--- config.mk ---
export PLATFORM = sky130hd
export DESIGN_NAME = tvdc_axis
export DESIGN_NICKNAME = d
export VERILOG_FILES = /design/src/hw/rtl/tvdc_pkg.sv /design/src/hw/rtl/tvdc_axis.sv
export SDC_FILE = /design/constraint.sdc
export NUM_CORES = 1
export LEC_CHECK = 0
export BUFFER_PORTS_ARGS = -buffer_cell sky130_fd_sc_hd__buf_2
export CAP_MARGIN = 20
export CELL_PAD_IN_SITES_DETAIL_PLACEMENT = 2
export CELL_PAD_IN_SITES_GLOBAL_PLACEMENT = 2
export CORE_UTILIZATION = 30
export CTS_CLUSTER_SIZE = 10
export DETAILED_ROUTE_END_ITERATION = 6
export GPL_TIMING_DRIVEN = 0
export PLACE_DENSITY_LB_ADDON = 0.1
export SLEW_MARGIN = 20
export SYNTH_ARGS = -nofsm -noshare
export SYNTH_HDL_FRONTEND = slang
export SYNTH_SLANG_ARGS = --single-unit
--- constraint.sdc ---
create_clock -name i_clk -period 14.1 [get_ports i_clk]
set_clock_uncertainty 0.1 [all_clocks]
set_input_delay 1.41 -clock i_clk [delete_from_list [all_inputs] [get_ports i_clk]]
set_output_delay 1.41 -clock i_clk [all_outputs]
set_load 0.05 [all_outputs]
--- src/hw/rtl/tvdc_pkg.sv ---
// Shared types and constants for the triangle vertex decode and cull block.
package tvdc_pkg;

    localparam int NUM_VERT   = 3;
    localparam int NUM_AXIS   = 3;
    localparam int BYTE_W     = 8;
    localparam int SCALE_W    = 24;
    localparam int ORIGIN_W   = 32;
    localparam int PROD_W     = BYTE_W + SCALE_W;
    localparam int COORD_W    = 34;
    localparam int DIFF_W     = BYTE_W + 1;
    localparam int XPROD_W    = 2 * DIFF_W;
    localparam int CFG_IDX_W  = 3;
    localparam int CFG_DATA_W = 32;
    localparam int IN_DATA_W  = NUM_VERT * NUM_AXIS * BYTE_W;
    localparam int OUT_DATA_W = ((NUM_VERT * NUM_AXIS * COORD_W + 7) / 8) * 8;

    typedef enum logic [CFG_IDX_W-1:0] {
        CFG_SCALE_X  = 3'd0,
        CFG_SCALE_Y  = 3'd1,
        CFG_SCALE_Z  = 3'd2,
        CFG_ORIGIN_X = 3'd3,
        CFG_ORIGIN_Y = 3'd4,
        CFG_ORIGIN_Z = 3'd5
    } t_cfg_idx;

    // load enables of the product and coordinate stages
    typedef struct packed {
        logic s2;
        logic s3;
    } t_stage_en;

endpackage

--- src/hw/rtl/tvdc_axis.sv ---
// One coordinate lane: byte times scale, then plus sign-extended origin.
module tvdc_axis (
    input  logic                                 i_clk,
    input  tvdc_pkg::t_stage_en                  i_en,
    input  logic [tvdc_pkg::BYTE_W-1:0]          i_byte,
    input  logic [tvdc_pkg::SCALE_W-1:0]         i_scale,
    input  logic [tvdc_pkg::ORIGIN_W-1:0]        i_origin,
    output logic [tvdc_pkg::COORD_W-1:0]         o_coord
);

    logic [tvdc_pkg::PROD_W-1:0]  r_prod;
    logic [tvdc_pkg::COORD_W-1:0] r_coord;
    logic [tvdc_pkg::COORD_W-1:0] n_coord;

    always_comb begin
        n_coord = {{(tvdc_pkg::COORD_W - tvdc_pkg::PROD_W){1'b0}}, r_prod}
                + {{(tvdc_pkg::COORD_W - tvdc_pkg::ORIGIN_W){i_origin[tvdc_pkg::ORIGIN_W-1]}},
                   i_origin};
    end

    always_ff @(posedge i_clk) begin
        if (i_en.s2) begin
            r_prod <= {{tvdc_pkg::SCALE_W{1'b0}}, i_byte} * {{tvdc_pkg::BYTE_W{1'b0}}, i_scale};
        end
        if (i_en.s3) begin
            r_coord <= n_coord;
        end
    end

    assign o_coord = r_coord;

endmodule

## Word level (Yosys, flattened, before mapping)

Cells that the tools add are included.

- Bits in registers: 66
- Bits of input ports: 67
- Word-level logic and storage cells: 4

- $add $sub $neg: 1
- $mul: 1

Operator list:

| cell | count |
|---|---|
| 33-bit by 32-bit adder with 34-bit output | 1 |
| 8-bit by 24-bit multiplier with 32-bit output | 1 |

## Depth between registers and ports, before layout

Gate-level depths: netlist of run 1.

- Depth in word-level cells: 1
- Mapped depth: 19

## Worst setup path after synthesis of run 1

No wires, ideal clock.

- Kind: input port to flip-flop
- Start point: input port i_byte[7] (netlist name)
- End point: register r_prod[28] (netlist name) (data pin)
- Arrival time: 5.724 ns
- Required time: 13.738 ns
- Slack: 8.014 ns
- Cell stages on the path: 17
- Cells stage by stage: clkbuf_1 > and2_1 > fa_1 > fa_1 > fa_1 > inv_1 > fa_1 > inv_1 > ha_1 > and4_1 > o21a_1 > a21oi_1 > a2bb2oi_1 > a21oi_1 > nor3_1 > or3_1 > xor2_1

- Longest elaborated chain between the ends: 1

RTL lines:

| item | line | source |
|---|---|---|
| from (decl) | tvdc_axis.sv:5 | `input logic [tvdc_pkg::BYTE_W-1:0] i_byte,` |
| 8-bit by 24-bit multiplier with 32-bit output | tvdc_axis.sv:23 | `r_prod <= {{tvdc_pkg::SCALE_W{1'b0}}, i_byte} * {{tvdc_pkg::BYTE_W{1'b0}}, i_scale};` |
| to (signal assigned) | tvdc_axis.sv:23 |  |
| to (decl) | tvdc_axis.sv:11 | `logic [tvdc_pkg::PROD_W-1:0] r_prod;` |

Every way passes these cells.
A chain may end at the register's enable or synchronous reset.

## Worst setup path after layout of run 1

- Start point: input port i_byte[4] (netlist name)
- End point: register r_prod[28] (netlist name) (data pin)

Same word-level chain as after synthesis.

==> run metrics, run 1 <==
Layout area overhead=12.96%; Critical Path End Type=flip-flop; number of port buffers=100; Worst Path Required=14.08 ns; outcome=completed; htree depth=3; Routed WL=26220 microns; Mapped Area=9699 sq um; arrival time at the worst endpoint=approximately 6.6 ns; Num CTS Buffers=9; GRT Total Usage=16.70%; fin cells=1518; RSZ-0062 raised after global routing=false; TritonCTS clock tree=done; Wirelength per Cell=17.27 microns; pwr/cell area=202.6 nW/um^2; Yosys top cell area share=27.45%; Inst Count DP=1502; initial antenna violation count=0; Slew HR=51.81%; Starting DRT DRC Count=approximately 250; post-synthesis cell type count=55; area leader, netlist=fa_1; Mapped Avg Cell Area=9.699 sq um; routability cong.=0.7647; Layout fillers=3588; Worst-Skew Late Latency=0.33 ns; largest net degree at the start of global routing=35; NumNets Final=1396; synth top area cells=fa_1 27%, edfxtp_1 20%, ha_1 11%; Sink Count=66; yosys warns=0; top_reg_cell synth=edfxtp_1; Worst Path Class, Setup=in2reg; # IOs=101; Final Max Tran Viols=0; first-pass GRT wire length=43500 microns; synthesized net count=1285; DRC viols=0; VDD IR max=around 0.00007 V; ANT nets after route=0; number of synthesized flops with an enable pin=66; Vias=7165; vias in the first global route=~7900; Die Width=around 180 microns; highest clock rate=150.8 MHz; Setup-failing EPs final=0; Die ar.=33050 sq um; post-synthesis sequential area ratio=around a fifth; grt ovf=0; height of the die=181.8 microns; final worst-path cycle share=a little under half; flops & latches, synth=66; actual slew at the worst max-slew pin=0.7228 ns; ANT cells=0; Post-CTS Resized=0; Worst-path clk slew=0.05 ns; dpl hpwl=about 23000 microns; Worst Path Max Fanout=10; Final Hold Violating Endpoints=0; share of layout cells above drive strength 1=10.93%; crit path time final=6.632 ns; ys async rst share=0%; CTS Hold Bufs=0; crit start category=input pin; DR vias/cell=between 4 and 5; Core Footprint=approximately 32000 sq um; DR pass1 iterations=4; Gate Count Post-Synth=1000; final setup TNS=0 ns; Initial Util=30.58%; Lkg Pwr=5.066 nW; MaxCap Viol Count=0; row count=65; Longest Clk Path Bufs=2; Post-CTS Setup Inserts=0; CTS root buffer=clkbuf_16; HP Class=reg2reg
## synth_stat cells (3+ instances only)
library cell,instances
a31oi_1,8
a21o_1,20
edfxtp_1,66
xnor2_1,40
o211ai_1,4
o21bai_1,14
nor3_1,5
nand3_1,13
o31a_1,3
and2_1,152
o21a_1,7
a221oi_1,5
nand4_1,4
nand2_1,75
a211oi_1,8
xor2_1,13
nor2_1,26
fa_1,133
and3_1,5
a21oi_1,59
clkbuf_1,22
a311o_1,3
o21ai_0,28
inv_1,147
nor2b_1,8
ha_1,85
nand2b_1,8
or3_1,5
## per-stage QoR
stage / power, mW / area, sq um / util (%) / hold WS [ns] / setup WS (ns)
after floorplan: 1.653 / 9699 / - / 0.4128 / 8.014
after global placement: 2.024 / 10700 / 33.74 / 0.4966 / 6.956
after detailed placement: 2.058 / 10700 / 33.74 / 0.5508 / 6.991
after CTS: 2.262 / 10960 / 34.54 / 0.5653 / 7.341
after global routing: 2.458 / 10960 / 34.54 / 0.5687 / 7.068
final: 2.220 / 10960 / 34.54 / 0.5276 / 7.468
## kinds of logic after synthesis
| logic type | Yosys count | synth area share (%) |
|---|---|---|
| fa+ha+maj | 218 | 38.42 |
| flops | 66 | 20.43 |
| xor+xnor | 53 | 4.786 |
| simple gates | 310 | 17.25 |
| compound gates | 182 | 12.41 |
| buf+inv | 171 | 6.708 |
## worst max-delay path: stages
cell       delay (ns)
buf_2            0.17
clkbuf_1         0.48
and2_1           0.23
fa_1             0.44
fa_1             0.52
fa_1             0.55
inv_1            0.05
fa_1             0.52
inv_1            0.04
ha_1             0.36
a41oi_1          0.19
o21ai_0          0.16
a21oi_1          0.27
a2bb2oi_1        0.15
a21oi_1          0.44
nor3_1           0.11
or3_1            0.37
xor2_1           0.15
## layer usage
layer / global-route usage [%] / part of all wire, % / vias up
met5: 0 / 0 / -
met4: 3.458 / 0.87 / 0
met3: 1.504 / 1.4 / 13
met2: 26.74 / 44 / 85
met1: 24.42 / 53 / 3546
li1: - / - / 3521
## worst paths after layout
path,from,to,slack (ns),depth (start not counted)
setup / recovery,i_byte[4],r_prod[28],7.47,18
hold / removal,r_prod[0],o_coord[0],0.53,1
setup reg to reg,r_prod[0],o_coord[32],10.92,11
hold reg to reg,r_prod[0],o_coord[0],0.53,1
## placed cells by master (no fill, tap or decap), types with 28 or more instances in the layout
cell type / count
and2_1: 152
inv_1: 147
fa_1: 133
buf_2: 101
ha_1: 85
nand2_1: 75
edfxtp_1: 66
a21oi_1: 59
xnor2_1: 40
o21ai_0: 28
## layout make-up
| class | count | area, sq um | share of cell area (%) |
|---|---|---|---|
| inverters | 147 | 551.8 | 5.036 |
| multi-input cells | 763 | 7067 | 64.50 |
| flip-flops and latches | 66 | 1982 | 18.09 |
| plain buffers | 24 | 98.84 | 0.9021 |
| clock inverters | 5 | 21.27 | 0.1941 |
| well taps | 402 | 503.0 | 4.591 |
| repair buffers | 100 | 500.5 | 4.568 |
| clock buffers | 11 | 232.7 | 2.124 |
## registers in the layout, indices dropped and copies added (netlist names)
signal   flops
o_coord     34
r_prod      32
## report_power, final
part           leakage [nW]  switching, mW  internal (mW)
clock                 0.126         0.0733          0.116
combinational          4.30          0.984          0.632
sequential            0.645         0.0253          0.390
Power figures use the tool's default switching activity.
==> run 2: changes to the inputs <==
--- a/config.mk
+++ b/config.mk
@@ -5,6 +5,7 @@
 export SDC_FILE = /design/constraint.sdc
 export NUM_CORES = 1
 export LEC_CHECK = 0
+export ABC_AREA = 1
 export BUFFER_PORTS_ARGS = -buffer_cell sky130_fd_sc_hd__buf_2
 export CAP_MARGIN = 20
 export CELL_PAD_IN_SITES_DETAIL_PLACEMENT = 2
==> constraint.sdc (replaced) <==
create_clock -name i_clk -period 5.72 [get_ports i_clk]
set_clock_uncertainty 0.1 [all_clocks]
set_input_delay 0.572 -clock i_clk [delete_from_list [all_inputs] [get_ports i_clk]]
set_output_delay 0.572 -clock i_clk [all_outputs]
set_load 0.05 [all_outputs]
==> run metrics, run 2 <==
first-pass GRT wire length=56100 microns (+29%); Layout area overhead=11.10%; routability cong.=0.7986 (+4.4%); grt ovf=0 (unchanged); ys async rst share=0% (unchanged); pwr/cell area=499.7 nW/um^2 (+150%); Worst-path clk slew=0.05 ns (about the same); Wirelength per Cell=16.66 microns (-3.6%); largest net degree at the start of global routing=35 (unchanged); ANT cells=0 (unchanged); Net Sw Power=3.362 mW (+210%); final instance area=12100 sq um (+10%); Worst Path Max Fanout=10 (unchanged); Initial Util=30.53% (-0.047 points); highest clock rate=between 150 and 200 MHz; FF-to-FF setup slack=3.33 ns (-7.59 ns); Worst-Skew Late Latency=0.34 ns (about the same); reg2reg path depth=13 (+2); actual slew at the worst max-slew pin=0.8668 ns (+0.1440 ns); synthesized net count=1793 (+40%); top cells by instance count after synthesis=454 x nand2_1, 392 x inv_1, 133 x fa_1; Mapped Avg Cell Area=7.219 sq um (-26%); TritonCTS clock tree=done; critical path, cell by cell=buf_2, clkbuf_1, nand2_1, fa_1, fa_1, inv_1, fa_1, inv_1, fa_1, inv_1, ha_1, a21oi_2, o21ai_0, a21oi_1, nand2_1, nand2_1, nand2_1, nand2_1, nand2_1; Power Internal=2.682 mW (+140%); RSZ-0062 raised after global routing=false; initial antenna violation count=0 (unchanged); Setup WS pre-CTS=0.09247 ns (-6.899 ns); yosys warns=0 (unchanged); top_reg_cell synth=edfxtp_1; Lkg Pwr=7.035 nW (+39%); row count=69 (+6.2%); critical path's largest stage delay=0.67 ns (+0.12 ns); most common cell after layout, fill and taps aside=nand2_1; Setup-failing EPs final=0 (unchanged); dpl hpwl=30490 microns (+34%); Routed WL=34310 microns (+31%); Vias=9403 (+31%); crit start category=input pin; Mapped Area=10890 sq um (+12%); DR pass1 iterations=6 (+2); height of the die=192.5 microns (+5.9%); outcome=complete, but fails checks; failing checks=DRC; number of synthesized flops with an enable pin=66 (unchanged); dpl cell area=11840 sq um (+11%); share of layout cells above drive strength 1=7.880% (-3.1 points); count leader, synth=nand2_1; Die ar.=37050 sq um (+12%); Layout fillers=4269 (+19%); GRT Total Usage=19.90% (+3.2 points); CTS Hold Bufs=0 (unchanged); Worst Path Class, Setup=in2reg; tightest hold margin=0.4539 ns (-0.07364 ns); sequential power share=16.8% (-1.9 points); worst r2r src=r_prod[0]; Longest Clk Path Bufs=2 (unchanged); hold path start=i_origin[0]; VDD IR max=0.0001688 V (+140%); htree depth=3 (unchanged); WHS Endpoint=o_coord[0]; NumNets Final=1880 (+35%); area leader, netlist=fa_1; Sink Count=66 (unchanged); DRC viols=15 (+15); MaxCap Viol Count=0 (unchanged); most frequent CP cell=nand2_1; number of port buffers=76 (-24%); DR vias/cell=4.565 (-3.3%); Worst Path Required=5.72 ns (-8.36 ns); Starting DRT DRC Count=201 (-19%); Core Footprint=35660 sq um (+12%); hold depth=2 (+1); Slew HR=42.21% (-9.6 points); post-synthesis cell type count=30 (-45%); vias in the first global route=10680 (+35%); Final Max Tran Viols=0 (unchanged); HP Class=in2reg; max reg flops=34 (unchanged); Post-CTS Setup Inserts=0 (unchanged); Final Hold Violating Endpoints=0 (unchanged); Yosys top cell area share=24.46% (-3.0 points); Critical Path End Type=flip-flop; CP max stage cell=clkbuf_1; commonest non-fill, non-tap cells in the layout=454 x nand2_1, 392 x inv_1, 133 x fa_1; post-synthesis sequential area ratio=18.20% (-2.2 points); synth top area cells=fa_1 24%, edfxtp_1 18%, nand2_1 16%; # IOs=101 (unchanged); CTS root buffer=clkbuf_16; sw frac=55.63% (+6.9 points); final worst-path cycle share=roughly nine tenths; setup ws final=0.5562 ns (-6.912 ns); final setup TNS=0 ns (unchanged); Gate Count Post-Synth=1508 (+51%); Logic pwr share=75.3% (+2.5 points); clock power share=7.9% (-0.6 points); crit path time final=5.164 ns; arrival time at the worst endpoint=5.16 ns (-1.45 ns); R2R Path End=o_coord[26]; Num CTS Buffers=9 (unchanged); Die Width=192.5 microns (+5.9%); ANT nets after route=0 (unchanged); Post-CTS Resized=0 (unchanged); fin util=33.92% (-0.62 points); flops & latches, synth=66 (unchanged)
run 2: final cells by class:
type	instances	area [sq um]	share of cell area (%)
Inverter	392	1471	12.17
Clock inverter	5	22.52	0.1862
Timing Repair Buffer	76	380.4	3.145
Sequential cell	66	1982	16.39
Tap cell	461	576.8	4.769
Clock buffer	10	229.0	1.893
Buffer	40	150.1	1.241
Multi-Input combinational cell	1010	7283	60.21
run 2: how the worst max path moves through the flow:
stage                     startpoint  slack [ns]          to  cells after the start
after floorplan            i_byte[7]        1.18  r_prod[30]                     18
after global placement     i_byte[7]        0.14  r_prod[30]                     19
after detailed placement   i_byte[7]        0.09  r_prod[27]                     18
after CTS                  i_byte[7]        0.49  r_prod[27]                     18
after global routing       i_byte[7]        0.18  r_prod[30]                     19
final                      i_byte[7]        0.56  r_prod[30]                     19
run 2: power groups by stage:
| stage | sequential, mW | clock (mW) | combinational [mW] |
|---|---|---|---|
| floorplan | 1.39 | 0 | 2.96 |
| global placement | 1.02 | 0 | 4.54 |
| detailed placement | 1.03 | 0 | 4.65 |
| CTS | 1.02 | 0.498 | 4.68 |
| global route | 1.04 | 0.515 | 5.27 |
| finish | 1.01 | 0.478 | 4.55 |
run 2: critical path: cells and delay by family:
| kind | cells | cell delay [ns] |
|---|---|---|
| buffers and inverters | 5 | 0.96 |
| and+or+nand+nor | 6 | 0.66 |
| AOI/OAI and AO/OA | 3 | 0.47 |
| adders and majority gates | 5 | 2.50 |
run 2: metrics by stage:
stage	power [mW]	std cells
6_report	6.045	2060
5_1_grt	6.820	2060
4_1_cts	6.198	2060
3_5_place_dp	5.681	2045
3_3_place_gp	5.562	2045
2_1_floorplan	4.344	1508
run 2: cell families (layout without fill, tap and decap cells):
kind of cell | count (synthesis) | after routing | share of synthesized area (%)
and+or+nand+nor | 639 | 639 | 24.16
adders and majority gates | 218 | 218 | 34.23
buffers and inverters | 432 | 523 | 14.89
AOI/OAI and AO/OA | 122 | 122 | 6.022
xor gates and xnor gates | 31 | 31 | 2.494
DFF | 66 | 66 | 18.20
run 2: per-layer routing:
| metal | track usage (%) | wire length (microns) |
|---|---|---|
| met3 | 1.528 | 620 |
| met2 | 37.05 | 17640 |
| met5 | 0 | 0 |
| met4 | 4.543 | 540 |
| met1 | 24.72 | 15510 |
==> run 3: changes to the inputs <==
--- a/config.mk
+++ b/config.mk
@@ -15,6 +15,7 @@
 export DETAILED_ROUTE_END_ITERATION = 6
 export GPL_TIMING_DRIVEN = 0
 export PLACE_DENSITY_LB_ADDON = 0.1
+export RECOVER_POWER = 50
 export SLEW_MARGIN = 20
 export SYNTH_ARGS = -nofsm -noshare
 export SYNTH_HDL_FRONTEND = slang
==> run metrics, run 3 (synthesis results as in run 2) <==
FF-to-FF setup slack=3.33 ns (about the same); Die Width=192.5 microns (unchanged); setup ws final=0.5555 ns (-0.0006790 ns); routability cong.=0.7986 (unchanged); Logic pwr share=75.2% (about the same); Worst-Skew Late Latency=0.34 ns (about the same); crit start category=input pin; actual slew at the worst max-slew pin=1.784 ns (+0.9172 ns); final worst-path cycle share=90.29% (about the same); initial antenna violation count=0 (unchanged); Final Max Tran Viols=68 (+68); final instance area=12080 sq um (-0.15%); Final Hold Violating Endpoints=0 (unchanged); MaxCap Viol Count=2 (+2); arrival time at the worst endpoint=5.16 ns (about the same); sequential power share=16.8% (about the same); # IOs=101 (unchanged); Layout fillers=4279 (+0.23%); outcome=complete, but fails checks; highest clock rate=193.6 MHz (about the same); final setup TNS=0 ns (unchanged); Worst-path clk slew=0.05 ns (about the same); Setup-failing EPs final=0 (unchanged); Routed WL=34330 microns (about the same); crit path time final=5.165 ns (+0.0006790 ns); dpl cell area=11840 sq um (unchanged); Wirelength per Cell=16.67 microns (about the same); number of port buffers=76 (unchanged); largest net degree at the start of global routing=35 (unchanged); grt ovf=0 (unchanged); Worst Path Required=5.72 ns (about the same); Longest Clk Path Bufs=2 (unchanged); first-pass GRT wire length=56100 microns (unchanged); height of the die=192.5 microns (unchanged); DR vias/cell=4.564 (about the same); DRC viols=16 (+1); hold path start=i_origin[0]; Inst Count DP=2045 (unchanged); sw frac=55.73% (+0.11 points); pwr/cell area=499.8 nW/um^2 (about the same); GRT Total Usage=19.90% (unchanged); Worst Path Max Fanout=10 (unchanged); Vias=9402 (-0.011%); ANT cells=0 (unchanged); row count=69 (unchanged); Pwr Total=6.037 mW (-0.13%); WHS Endpoint=o_coord[0]; Lkg Pwr=6.996 nW (-0.55%); Post-CTS Resized=0 (unchanged); htree depth=3 (unchanged); Initial Util=30.53% (unchanged); TritonCTS clock tree=done; clock power share=7.9% (about the same); Layout area overhead=10.94%; Starting DRT DRC Count=201 (unchanged); hold depth=2 (unchanged); DR pass1 iterations=6 (unchanged); Worst Path Class, Setup=in2reg; Post-CTS Setup Inserts=0 (unchanged); R2R Path End=o_coord[26]; Core Footprint=35660 sq um (unchanged); failing checks=DRC, capacitance limit, slew limit; Critical Path End Type=flip-flop; HP Class=in2reg; share of layout cells above drive strength 1=7.004% (-0.88 points); Setup WS pre-CTS=0.09247 ns (unchanged); most common cell after layout, fill and taps aside=nand2_1; Power Internal=2.672 mW (-0.37%); Sink Count=66 (unchanged); CTS root buffer=clkbuf_16; fin cells=2060 (unchanged); commonest non-fill, non-tap cells in the layout=454 x nand2_1, 392 x inv_1, 133 x fa_1; CTS Hold Bufs=0 (unchanged); VDD IR max=0.0001687 V (about the same); RSZ-0062 raised after global routing=false; Net Sw Power=3.364 mW (about the same); max reg flops=34 (unchanged); NumNets Final=1880 (unchanged); worst r2r src=r_prod[0]; Die ar.=37050 sq um (unchanged); ANT nets after route=0 (unchanged); reg2reg path depth=13 (unchanged); Slew HR=-18.93% (-61 points); dpl hpwl=30490 microns (unchanged); Num CTS Buffers=9 (unchanged); vias in the first global route=10680 (unchanged)
-- run 3: worst max path at each step --
stage,from,end,slack (ns),depth (start not counted)
finish,i_byte[7],r_prod[30],0.56,19
global route,i_byte[7],r_prod[30],0.18,19
CTS,i_byte[7],r_prod[27],0.49,18
detailed placement,i_byte[7],r_prod[27],0.09,18
global placement,i_byte[7],r_prod[30],0.14,19
floorplan,i_byte[7],r_prod[30],1.18,18
-- run 3: per-layer routing --
metal | share of wire [%] | vias up | track usage, %
met4 | 1.6 | 0 | 4.543
met2 | 51 | 98 | 37.05
li1 | - | 4664 | -
met3 | 1.8 | 26 | 1.528
met1 | 45 | 4614 | 24.72
met5 | 0 | - | 0
-- run 3: per-stage QoR --
stage | hold WS (ns) | util [%]
after floorplan | 0.4128 | -
after global placement | 0.4742 | 33.22
after detailed placement | 0.4910 | 33.22
after CTS | 0.4539 | 33.92
after global routing | 0.4565 | 33.87
final | 0.4540 | 33.87
-- run 3: power by group through the flow --
| stage | Combinational (mW) | Clock [mW] | Sequential (mW) |
|---|---|---|---|
| 6_report | 4.54 | 0.479 | 1.02 |
| 2_1_floorplan | 2.96 | 0 | 1.39 |
| 3_5_place_dp | 4.65 | 0 | 1.03 |
| 3_3_place_gp | 4.54 | 0 | 1.02 |
| 5_1_grt | 5.25 | 0.515 | 1.04 |
| 4_1_cts | 4.68 | 0.498 | 1.02 |
-- run 3: critical path, cell delays in order --
cell and delay (ns):
buf_2 0.14, clkbuf_1 0.67, nand2_1 0.18, fa_1 0.54
fa_1 0.54, inv_1 0.06, fa_1 0.53, inv_1 0.05
fa_1 0.52, inv_1 0.04, ha_1 0.37, a21oi_2 0.19
o21ai_0 0.13, a21oi_1 0.15, nand2_1 0.16, nand2_1 0.14
nand2_1 0.07, nand2_1 0.06, nand2_1 0.05
-- run 3: layout make-up --
cell class | instances | area [sq um] | area share (%)
sequential | 66 | 1982 | 16.41
timing repair buffer | 76 | 362.8 | 3.004
multi-input combinational | 1010 | 7283 | 60.30
inverter | 392 | 1471 | 12.18
clock inverter | 5 | 22.52 | 0.1865
tap | 461 | 576.8 | 4.776
clock buffer | 10 | 229.0 | 1.896
buffer | 40 | 150.1 | 1.243
